**src/hdl/rqfb_pkg.sv**
```systemverilog
// Shared types and constants for the ring queue with front and back insert.
`default_nettype none
package rqfb_pkg;

  // Storage geometry
  localparam int DEPTH    = 16;
  localparam int ELEM_W   = 32;
  localparam int IDX_W    = $clog2(DEPTH);
  localparam int CNT_W    = 5;
  localparam int KIND_W   = 2;
  localparam int RESULT_W = CNT_W + 2 + ELEM_W + 1;

  // Operation codes carried on the input tuser
  typedef enum logic [KIND_W-1:0] {
    KIND_APPEND = 2'd0,
    KIND_INSERT = 2'd1,
    KIND_REMOVE = 2'd2
  } kind_t;

  // Controller states
  typedef enum logic {
    ST_IDLE = 1'b0,
    ST_READ = 1'b1
  } state_t;

  // Result word, first member in the highest bits so ok sits at bit 0
  typedef struct packed {
    logic [CNT_W-1:0]  fill_count;
    logic              is_full;
    logic              is_empty;
    logic [ELEM_W-1:0] item_out;
    logic              ok;
  } result_t;

endpackage
`default_nettype wire

```
**src/hdl/ring_queue_front_back_insert.sv**
```systemverilog
// Top level of the ring queue with append, insert at head and remove.
//
// Usage:
//   Input stream: in_tuser carries the operation (append at tail, insert at
//   head, remove from head), in_tdata the entry data. Each accepted word
//   gives exactly one result word on the output stream with the status, the
//   removed data and the empty flag, full flag and count after the operation.
//   Append and insert give their result in the cycle after acceptance; for a
//   removal the entry is read from the memory into its read register first, and
//   then into the result register. Append and insert take one word per cycle
//   while the receiver takes each result; a removal holds off the next word
//   until the entry read is done. The result register lets the next word in
//   during the cycle the current result is taken. While the receiver stalls,
//   the result holds and input tready stays low.
//   cfg_wr_en writes the capacity (0 taken as 1, above 16 taken as 16) and
//   empties the queue; write it only while the queue is idle.
//   Reset (rst_n low, synchronous) empties the queue, sets capacity to 16 and
//   drops any pending result. Entry memory needs no clearing pass.
`default_nettype none
module ring_queue_front_back_insert
  import rqfb_pkg::*;
(
  input  wire logic                clk,
  input  wire logic                rst_n,
  // Input stream
  input  wire logic                in_tvalid,
  output logic                     in_tready,
  input  wire logic [ELEM_W-1:0]   in_tdata,   // [31:0] item_data
  input  wire logic [KIND_W-1:0]   in_tuser,   // [1:0] kind
  // Result stream
  output logic                     out_tvalid,
  input  wire logic                out_tready,
  output logic      [RESULT_W-1:0] out_tdata,  // [0] ok, [32:1] item_out,
                                               // [33] is_empty, [34] is_full,
                                               // [39:35] fill_count
  // Configuration
  input  wire logic                cfg_wr_en,
  input  wire logic [CNT_W-1:0]    cfg_wr_data
);

  logic [CNT_W-1:0]  cap_r, cap_nxt;
  logic              mem_we;
  logic [IDX_W-1:0]  mem_waddr;
  logic [ELEM_W-1:0] mem_wdata;
  logic              mem_re;
  logic [IDX_W-1:0]  mem_raddr;
  logic [ELEM_W-1:0] mem_rdata;
  result_t           result;

  // Clamp the capacity into 1..DEPTH
  always_comb begin
    cap_nxt = cap_r;
    if (cfg_wr_en) begin
      if (cfg_wr_data == '0) begin
        cap_nxt = CNT_W'(1);
      end else if (cfg_wr_data > CNT_W'(DEPTH)) begin
        cap_nxt = CNT_W'(DEPTH);
      end else begin
        cap_nxt = cfg_wr_data;
      end
    end
  end

  always_ff @(posedge clk) begin
    if (!rst_n) begin
      cap_r <= CNT_W'(DEPTH);
    end else begin
      cap_r <= cap_nxt;
    end
  end

  rqfb_ctrl u_ctrl (
    .clk        (clk),
    .rst_n      (rst_n),
    .cap        (cap_r),
    .clear      (cfg_wr_en),
    .in_valid   (in_tvalid),
    .in_ready   (in_tready),
    .in_kind    (in_tuser),
    .in_data    (in_tdata),
    .out_valid  (out_tvalid),
    .out_ready  (out_tready),
    .out_result (result),
    .mem_we     (mem_we),
    .mem_waddr  (mem_waddr),
    .mem_wdata  (mem_wdata),
    .mem_re     (mem_re),
    .mem_raddr  (mem_raddr),
    .mem_rdata  (mem_rdata)
  );

  rqfb_ram #(
    .DATA_W (ELEM_W),
    .ADDR_W (IDX_W)
  ) u_ram (
    .clk   (clk),
    .we    (mem_we),
    .waddr (mem_waddr),
    .wdata (mem_wdata),
    .re    (mem_re),
    .raddr (mem_raddr),
    .rdata (mem_rdata)
  );

  assign out_tdata = result;

endmodule
`default_nettype wire

```
**src/hdl/rqfb_ram.sv**
```systemverilog
// Simple dual-port synchronous RAM with registered read data.
`default_nettype none
module rqfb_ram #(
  parameter int DATA_W = 32,
  parameter int ADDR_W = 4
) (
  input  wire logic              clk,
  input  wire logic              we,
  input  wire logic [ADDR_W-1:0] waddr,
  input  wire logic [DATA_W-1:0] wdata,
  input  wire logic              re,
  input  wire logic [ADDR_W-1:0] raddr,
  output logic      [DATA_W-1:0] rdata
);

  logic [DATA_W-1:0] mem [2**ADDR_W];
  logic [DATA_W-1:0] rdata_r;

  // Write port
  always_ff @(posedge clk) begin
    if (we) begin
      mem[waddr] <= wdata;
    end
  end

  // Registered read port
  always_ff @(posedge clk) begin
    if (re) begin
      rdata_r <= mem[raddr];
    end
  end

  assign rdata = rdata_r;

endmodule
`default_nettype wire

```
**src/hdl/rqfb_ctrl.sv**
```systemverilog
// Queue controller: pointers, count, memory access and the result register.
`default_nettype none
module rqfb_ctrl
  import rqfb_pkg::*;
(
  input  wire logic              clk,
  input  wire logic              rst_n,
  input  wire logic [CNT_W-1:0]  cap,
  input  wire logic              clear,
  input  wire logic              in_valid,
  output logic                   in_ready,
  input  wire logic [KIND_W-1:0] in_kind,
  input  wire logic [ELEM_W-1:0] in_data,
  output logic                   out_valid,
  input  wire logic              out_ready,
  output result_t                out_result,
  output logic                   mem_we,
  output logic      [IDX_W-1:0]  mem_waddr,
  output logic      [ELEM_W-1:0] mem_wdata,
  output logic                   mem_re,
  output logic      [IDX_W-1:0]  mem_raddr,
  input  wire logic [ELEM_W-1:0] mem_rdata
);

  state_t           state_r, state_nxt;
  logic [IDX_W-1:0] head_r, head_nxt;
  logic [IDX_W-1:0] tail_r, tail_nxt;
  logic [CNT_W-1:0] cnt_r, cnt_nxt;
  logic             valid_r, valid_nxt;
  result_t          res_r, res_nxt;

  logic             accept;
  logic             not_full;
  logic             not_empty;
  logic             rd_start;
  logic [CNT_W-1:0] tail_inc;
  logic [CNT_W-1:0] head_inc;
  logic [IDX_W-1:0] head_dec;

  // Take a word only when idle and the result register frees up
  assign in_ready  = (state_r == ST_IDLE) && (!valid_r || out_ready);
  assign accept    = in_valid && in_ready;
  assign not_full  = cnt_r < cap;
  assign not_empty = cnt_r != '0;
  assign rd_start  = accept && (kind_t'(in_kind) == KIND_REMOVE) && not_empty;

  // Pointer steps with wrap at the configured capacity
  assign tail_inc = {1'b0, tail_r} + CNT_W'(1);
  assign head_inc = {1'b0, head_r} + CNT_W'(1);
  assign head_dec = (head_r == '0) ? IDX_W'(cap - CNT_W'(1)) : head_r - IDX_W'(1);

  // Next state
  always_comb begin
    state_nxt = state_r;
    case (state_r)
      ST_IDLE: begin
        if (rd_start) begin
          state_nxt = ST_READ;
        end
      end
      ST_READ: state_nxt = ST_IDLE;
      default: state_nxt = ST_IDLE;
    endcase
  end

  // Queue update, memory access and result
  always_comb begin
    head_nxt  = head_r;
    tail_nxt  = tail_r;
    cnt_nxt   = cnt_r;
    res_nxt   = res_r;
    valid_nxt = valid_r;
    mem_we    = 1'b0;
    mem_waddr = tail_r;
    mem_wdata = in_data;
    mem_re    = 1'b0;
    mem_raddr = head_r;

    // Drop a result the receiver has taken
    if (valid_r && out_ready) begin
      valid_nxt = 1'b0;
    end

    if (state_r == ST_READ) begin
      // Removed data arrives from memory in the cycle after the read
      res_nxt.item_out = mem_rdata;
      valid_nxt        = 1'b1;
    end else if (accept) begin
      res_nxt.ok       = 1'b0;
      res_nxt.item_out = '0;
      valid_nxt        = 1'b1;
      case (kind_t'(in_kind))
        KIND_APPEND: begin
          if (not_full) begin
            mem_we     = 1'b1;
            mem_waddr  = tail_r;
            tail_nxt   = (tail_inc >= cap) ? '0 : tail_inc[IDX_W-1:0];
            cnt_nxt    = cnt_r + CNT_W'(1);
            res_nxt.ok = 1'b1;
          end
        end
        KIND_INSERT: begin
          if (not_full) begin
            mem_we     = 1'b1;
            mem_waddr  = head_dec;
            head_nxt   = head_dec;
            cnt_nxt    = cnt_r + CNT_W'(1);
            res_nxt.ok = 1'b1;
          end
        end
        KIND_REMOVE: begin
          if (not_empty) begin
            mem_re     = 1'b1;
            mem_raddr  = head_r;
            head_nxt   = (head_inc >= cap) ? '0 : head_inc[IDX_W-1:0];
            cnt_nxt    = cnt_r - CNT_W'(1);
            res_nxt.ok = 1'b1;
            // Hold the word back until the read data is in
            valid_nxt  = 1'b0;
          end
        end
        default: begin
        end
      endcase
      res_nxt.fill_count = cnt_nxt;
      res_nxt.is_empty   = (cnt_nxt == '0);
      res_nxt.is_full    = (cnt_nxt == cap);
    end

    // Capacity change empties the queue
    if (clear) begin
      head_nxt = '0;
      tail_nxt = '0;
      cnt_nxt  = '0;
    end
  end

  // Control registers
  always_ff @(posedge clk) begin
    if (!rst_n) begin
      state_r <= ST_IDLE;
      head_r  <= '0;
      tail_r  <= '0;
      cnt_r   <= '0;
      valid_r <= 1'b0;
    end else begin
      state_r <= state_nxt;
      head_r  <= head_nxt;
      tail_r  <= tail_nxt;
      cnt_r   <= cnt_nxt;
      valid_r <= valid_nxt;
    end
  end

  // Result payload
  always_ff @(posedge clk) begin
    res_r <= res_nxt;
  end

  assign out_valid  = valid_r;
  assign out_result = res_r;

endmodule
`default_nettype wire

```
**config.mk**
```make
export PLATFORM = sky130hd
export DESIGN_NAME = ring_queue_front_back_insert
export DESIGN_NICKNAME = d
export VERILOG_FILES = /design/src/hdl/rqfb_pkg.sv /design/src/hdl/ring_queue_front_back_insert.sv /design/src/hdl/rqfb_ram.sv /design/src/hdl/rqfb_ctrl.sv
export SDC_FILE = /design/constraint.sdc
export NUM_CORES = 1
export LEC_CHECK = 0
export BUFFER_PORTS_ARGS = -buffer_cell sky130_fd_sc_hd__buf_4
export CAP_MARGIN = 15
export CORE_ASPECT_RATIO = 0.6
export CORE_MARGIN = 2
export CORE_UTILIZATION = 50
export CTS_BUF_LIST = sky130_fd_sc_hd__clkbuf_8 sky130_fd_sc_hd__clkbuf_16
export CTS_CLUSTER_DIAMETER = 120
export DETAILED_ROUTE_END_ITERATION = 10
export GPL_ROUTABILITY_DRIVEN = 0
export PLACE_DENSITY = 0.67
export SKIP_LAST_GASP = 1
export SLEW_MARGIN = 20
export SYNTH_ARGS = -nofsm -noshare
export SYNTH_HDL_FRONTEND = slang
export SYNTH_SLANG_ARGS = --single-unit
```
**constraint.sdc**
```tcl
create_clock -name clk -period 13.1 [get_ports clk]
set_input_delay 1.965 -clock clk [delete_from_list [all_inputs] [get_ports clk]]
set_output_delay 1.965 -clock clk [all_outputs]
set_load 0.02 [all_outputs]
```
==> results.sh, run 1 <==
export IMPL_status="finished clean"
export IMPL_post_synth_cell_area_avg_um2=21.6
export IMPL_diodes=0
export IMPL_cts_resized=0
export IMPL_hold_depth=2
export IMPL_instances_no_fill=1872
export IMPL_via_count=10992
export IMPL_p_leak_uw=0.00844
export IMPL_min_to="cap_r[4]$_SDFFE_PN1P_"
export IMPL_place_ws_ns=8.21
export IMPL_gr_total_overflow=0
export IMPL_netlist_instances=1088
export IMPL_post_synth_top_area_cell="edfxtp_1"
export IMPL_cts_buffers=52
export IMPL_hp_start="cap_r[4]$_SDFFE_PN1P_"
export IMPL_synth_seq_cells=604
export IMPL_tightestPinTransition_ns=1.10
export IMPL_dp_hpwl_um=27500
export IMPL_cp_max_fo=3
export IMPL_cts_max_level=2
export IMPL_maxSlewHeadroom_pct=26.8
export IMPL_worstSetupEndpointType="output pin"
export IMPL_synth_seq_area_share_pct=76.2
export IMPL_die_area_mm2=0.0489
export IMPL_synth_top_area_share_pct=74.5
export IMPL_worstPathArrival_ns=2.43
export IMPL_finalSetupViolCount=0
export IMPL_r2r_start="u_ctrl.head_r[1]$_SDFFE_PP0P_"
export IMPL_power_uw=3740
export IMPL_setup_ws_ns=8.71
export IMPL_r2r_end="u_ram.mem[7][21]$_DFFE_PP_"
export IMPL_core_area_mm2=0.0464
export IMPL_antenna_found_initial=0
export IMPL_path_clk_slew_ns=0.07
export IMPL_finalWirelength_um=48100
export IMPL_rows=61
export IMPL_utilization_pct=57.4
export IMPL_ys_types=61
export IMPL_pin_count=86
export IMPL_syn_num_nets=1156
export IMPL_viasPerCell=5.87
export IMPL_drive_gt1_share_pct=30.1
export IMPL_netlist_top_cells_area="edfxtp_1 (74%), mux4_2 (15%), dfxtp_1 (1.7%), ha_1 (1.3%), and2_1 (1.0%)"
export IMPL_critPathLaunch="out_tready"
export IMPL_track_usage_pct=20.1
export IMPL_synth_edff_count=584
export IMPL_drt_iter0_markers=1078
export IMPL_netlist_area_mm2=0.0236
export IMPL_ys_warn_count=0
export IMPL_initial_core_util_pct=50.8
export IMPL_async_flop_share_pct=0
export IMPL_grt_max_degree=73
export IMPL_clock_sinks=604
export IMPL_crit_required_ns=11.14
export IMPL_cts_hold_buf=0
export IMPL_drc=0
export IMPL_rsz0062_at_grt="no"
export IMPL_finalSetupTns_ns=0
export IMPL_cts_buffer_depth=3
export IMPL_min_path_type="reg2reg"
export IMPL_finClkSkew_ns=0.0268
export IMPL_r2r_slack_ns=8.80
export IMPL_drt_pass1_iter_count=5
export IMPL_fmax_mhz=228
export IMPL_cap_violations=0
export IMPL_fin_crit_ns=4.39
export IMPL_grt_pass1_vias=11011
export IMPL_grt_first_pass_wirelength_um=72000
export IMPL_routedWlPerCell_um=25.7
export IMPL_cellPowerDensity_mw_per_mm2=140
export IMPL_place_inst=1775
export IMPL_post_cts_setup_buffer_count=0
export IMPL_worstSetupPathType="in2out"
export IMPL_vdd_drop_max_v=0.000123
export IMPL_final_hold_viol_count=0
export IMPL_start_kind="primary input"
export IMPL_layout_common_cells="edfxtp_1 (584), mux4_2 (160), buf_4 (105)"
export IMPL_synth_main_ff_cell="edfxtp_1"
export IMPL_reg2reg_depth=11
export IMPL_mostFrequentLayoutCell="edfxtp_1"
export IMPL_nets=1267
export IMPL_die_y_um=172
export IMPL_fin_crit_sh_pct=33.5
export IMPL_port_buffers=85
export IMPL_area_growth_pct=13.2
export IMPL_fp_dieW_um=284
export IMPL_clock_latency_ns=0.58
export IMPL_cts_root_buf="clkbuf_16"
export IMPL_finalMaxSlewViolations=0
export IMPL_antenna_left=0
export IMPL_cts_tree="yes"
==> area by class of cell <==
type	count	area [µm²]
Tap cell	630	788
Multi-Input combinational cell	417	5470
Fill cell	3418	19700
Sequential cell	604	17900
Timing Repair Buffer	107	827
Inverter	17	63.8
Clock buffer	54	1350
Clock inverter	43	214
==> kinds of logic after synthesis <==
group / synth area share, %
AOI/OAI and AO/OA: 2.15
DFF: 76.2
buffers and inverters: 1.18
adders and majority gates: 1.27
and+or+nand+nor: 3.29
muxes: 15.6
xor gates and xnor gates: 0.297
==> stage by stage <==
step / hold slack (ns) / area, µm²
finish: 0.521 / 26700
global route: 0.539 / 26700
CTS: 0.525 / 26600
detailed placement: 0.510 / 25100
global placement: 0.500 / 25100
floorplan: 0.480 / 23600
==> how the worst max path moves through the flow <==
stage / to / slack (ns) / cells past startpoint
floorplan: u_ram.mem[0][0]$_DFFE_PP_ / 8.00 / 8
global placement: u_ram.mem[6][10]$_DFFE_PP_ / 8.30 / 9
detailed placement: u_ram.mem[5][18]$_DFFE_PP_ / 8.21 / 10
CTS: in_tready / 8.71 / 4
global route: u_ram.mem[7][21]$_DFFE_PP_ / 8.47 / 11
finish: in_tready / 8.71 / 4
==> report_power, final <==
part | switching, µW | internal [µW]
Combinational | 98.7 | 71.4
Clock | 673 | 748
Sequential | 14.2 | 2140
Total | 786 | 2960
==> state kept, by name (all words and copies together), names as in the netlist <==
signal	flops
u_ctrl.head_r	4
u_ctrl.out_result	40
u_ctrl.cnt_r	5
cap_r	5
u_ctrl.state_r	1
u_ram.mem	512
u_ram.rdata	32
u_ctrl.out_valid	1
u_ctrl.tail_r	4
==> cells in the mapped netlist (7+ instances only) <==
cell type	number
a21oi_1	14
dfxtp_1	20
buf_2	13
buf_1	9
nand3_1	7
and2_1	38
mux4_2	160
edfxtp_1	584
ha_1	24
o21ai_0	11
clkbuf_1	26
nand2_1	17
nor2_1	44
inv_1	16
nor3_1	7
==> layer usage <==
metal	vias to the layer above	GRT usage [%]	part of all wire [%]
li1	4746	-	-
met1	5776	31.0	46
met2	414	29.5	44
met3	56	4.89	8.1
met4	0	4.00	1.5
met5	-	0	0
==> critical path, cell delays in order <==
cell and delay, ns:
buf_4 0.08, inv_1 0.03, a21oi_1 0.18, buf_4 0.17
Power figures use the tool's default switching activity.
==> run 2, diff against run 1 <==
==> constraint.sdc (replaced) <==
create_clock -name clk -period 4.5 [get_ports clk]
set_input_delay 0.675 -clock clk [delete_from_list [all_inputs] [get_ports clk]]
set_output_delay 0.675 -clock clk [all_outputs]
set_load 0.02 [all_outputs]
==> run 2 against run 1 <==
  * Sequential share of layout area decreased by 0.56 points
  * Register-to-register slack got worse by 8.2 ns
  * Worst setup slack worse by 8.1 ns
  * Flip-flop and latch count is the same
  * Critical path type is now reg2reg
  * First-iteration DRC count increased by 23%
  * Combinational power rose to 3.1 times the previous value
  * Clock power rose to 3.1 times the previous value
  * Clock skew shrank 0.0015 ns
  * Clock-buffer cell count is 1 higher
  * Critical endpoint is now u_ram.mem[8][20]$_DFFE_PP_
==> results.sh, run 2 (synthesis results as in run 1) <==
export IMPL_cellPowerDensity_mw_per_mm2=417
export IMPL_cts_root_buf="clkbuf_16"
export IMPL_finalSetupViolCount=0
export IMPL_grt_first_pass_wirelength_um=73600
export IMPL_rsz0062_at_grt="no"
export IMPL_netSwitchingFraction_pct=20.7
export IMPL_regMostFlops="u_ram.mem"
export IMPL_drt_pass1_iter_count=7
export IMPL_cts_buffers=53
export IMPL_finClkSkew_ns=0.0252
export IMPL_die_area_mm2=0.0489
export IMPL_clock_sinks=604
export IMPL_maxSlewHeadroom_pct=28.6
export IMPL_routedWlPerCell_um=26.2
export IMPL_die_y_um=172
export IMPL_path_clk_slew_ns=0.08
export IMPL_rows=61
export IMPL_finalMaxSlewViolations=0
export IMPL_tightestPinTransition_ns=1.07
export IMPL_grt_max_degree=71
export IMPL_gr_total_overflow=0
export IMPL_status="finished clean"
export IMPL_worstSetupPathType="reg2reg"
export IMPL_finalWirelength_um=49300
export IMPL_dp_hpwl_um=28300
export IMPL_post_cts_setup_buffer_count=0
export IMPL_cts_max_level=2
export IMPL_cts_buffer_depth=3
export IMPL_clkPwrFrac_pct=39.6
export IMPL_p_seq_share_pct=55.7
export IMPL_antenna_left=0
export IMPL_clock_latency_ns=0.59
export IMPL_hold_depth=2
export IMPL_cts_resized=0
export IMPL_start_kind="register"
export IMPL_antenna_found_initial=0
export IMPL_worstPathArrival_ns=4.13
export IMPL_area_growth_pct=14.1
export IMPL_finalSetupTns_ns=0
export IMPL_fmax_mhz=257
export IMPL_drc=0
export IMPL_place_inst=1784
export IMPL_pin_count=86
export IMPL_worstSetupEndpointType="register"
export IMPL_r2r_slack_ns=0.60
export IMPL_nets=1278
export IMPL_crit_required_ns=4.74
export IMPL_p_int_uw=8870
export IMPL_instances_no_fill=1880
export IMPL_vdd_drop_max_v=0.000296
export IMPL_cts_hold_buf=0
export IMPL_layout_common_cells="edfxtp_1 (584), mux4_2 (160), buf_4 (113)"
export IMPL_via_count=11088
export IMPL_drive_gt1_share_pct=30.8
export IMPL_switchingPower_uw=2320
export IMPL_hp_start="rst_n"
export IMPL_reg2reg_depth=11
export IMPL_port_buffers=85
export IMPL_largest_register_ffs=512
export IMPL_combPwrFrac_pct=4.7
export IMPL_track_usage_pct=20.6
export IMPL_initial_core_util_pct=50.8
export IMPL_cp_max_fo=17
export IMPL_mostFrequentLayoutCell="edfxtp_1"
export IMPL_drt_iter0_markers=1327
export IMPL_cap_violations=0
export IMPL_p_leak_uw=0.00850
export IMPL_cts_tree="yes"
export IMPL_core_area_mm2=0.0464
export IMPL_grt_pass1_vias=11232
export IMPL_fp_dieW_um=284
export IMPL_min_path_type="in2reg"
export IMPL_fin_crit_ns=3.90
export IMPL_diodes=0
export IMPL_final_hold_viol_count=0
export IMPL_fin_crit_sh_pct=86.6
export IMPL_r2r_end="u_ram.mem[8][20]$_DFFE_PP_"
export IMPL_r2r_start="u_ctrl.head_r[0]$_SDFFE_PP0P_"
export IMPL_num_fill_cells=3373
export IMPL_viasPerCell=5.90
export IMPL_min_to="cap_r[4]$_SDFFE_PN1P_"
## run 2: final cells by class
cell class / count / area (µm²) / share of cell area, %
Clock buffer: 55 / 1380 / 5.12
Clock inverter: 40 / 308 / 1.14
Inverter: 17 / 63.8 / 0.237
Multi-Input combinational cell: 417 / 5460 / 20.3
Sequential cell: 604 / 17900 / 66.8
Tap cell: 630 / 788 / 2.93
Timing Repair Buffer: 117 / 935 / 3.48
## run 2: per-layer routing
layer	part of all wire, %	global-route usage (%)
met5	0	0
met4	1.7	3.84
met2	45	31.4
met1	46	31.9
met3	6.9	3.69
## run 2: worst max path at each step
stage | start | endpoint | slack, ns | cells past startpoint
final | u_ctrl.head_r[0]$_SDFFE_PP0P_ | u_ram.mem[8][20]$_DFFE_PP_ | 0.60 | 11
after global routing | cap_r[2]$_SDFFE_PN0P_ | u_ram.mem[9][18]$_DFFE_PP_ | 0.29 | 10
after detailed placement | cap_r[2]$_SDFFE_PN0P_ | u_ram.mem[8][17]$_DFFE_PP_ | 0.63 | 9
after CTS | cap_r[2]$_SDFFE_PN0P_ | u_ram.mem[5][20]$_DFFE_PP_ | 0.60 | 10
after global placement | cap_r[2]$_SDFFE_PN0P_ | u_ram.mem[8][17]$_DFFE_PP_ | 0.74 | 9
after floorplan | u_ctrl.head_r[1]$_SDFFE_PP0P_ | u_ram.mem[0][0]$_DFFE_PP_ | 0.1 | 13
## run 2: critical path: stages (launching register included)
cell     delay [ns]
dfxtp_4        0.34
inv_1          0.10
ha_1           0.18
nor3b_2        0.26
nand2_1        0.08
o21ai_1        0.17
inv_1          0.20
ha_1           0.24
xor2_1         0.37
a31oi_1        0.40
nor2_4         0.72
buf_4          0.47
## run 2: through the flow
step / setup WS (ns) / utilization, % / hold slack, ns / power [µW] / instance area, µm²
after detailed placement: 0.631 / 54.2 / 0.504 / 6880 / 25200
final: 0.602 / 57.9 / 0.320 / 11200 / 26900
after global routing: 0.293 / 57.9 / 0.314 / 11500 / 26900
after floorplan: 0.0965 / - / 0.480 / 6650 / 23600
after CTS: 0.604 / 57.9 / 0.301 / 11300 / 26800
after global placement: 0.741 / 54.1 / 0.496 / 6870 / 25100
## run 2: power groups by stage
| stage | clock [µW] | combinational [µW] | sequential (µW) |
|---|---|---|---|
| final | 4440 | 526 | 6230 |
| after global routing | 4750 | 568 | 6240 |
| after CTS | 4520 | 527 | 6230 |
| after detailed placement | 0 | 526 | 6360 |
| after global placement | 0 | 513 | 6360 |
| after floorplan | 0 | 270 | 6380 |
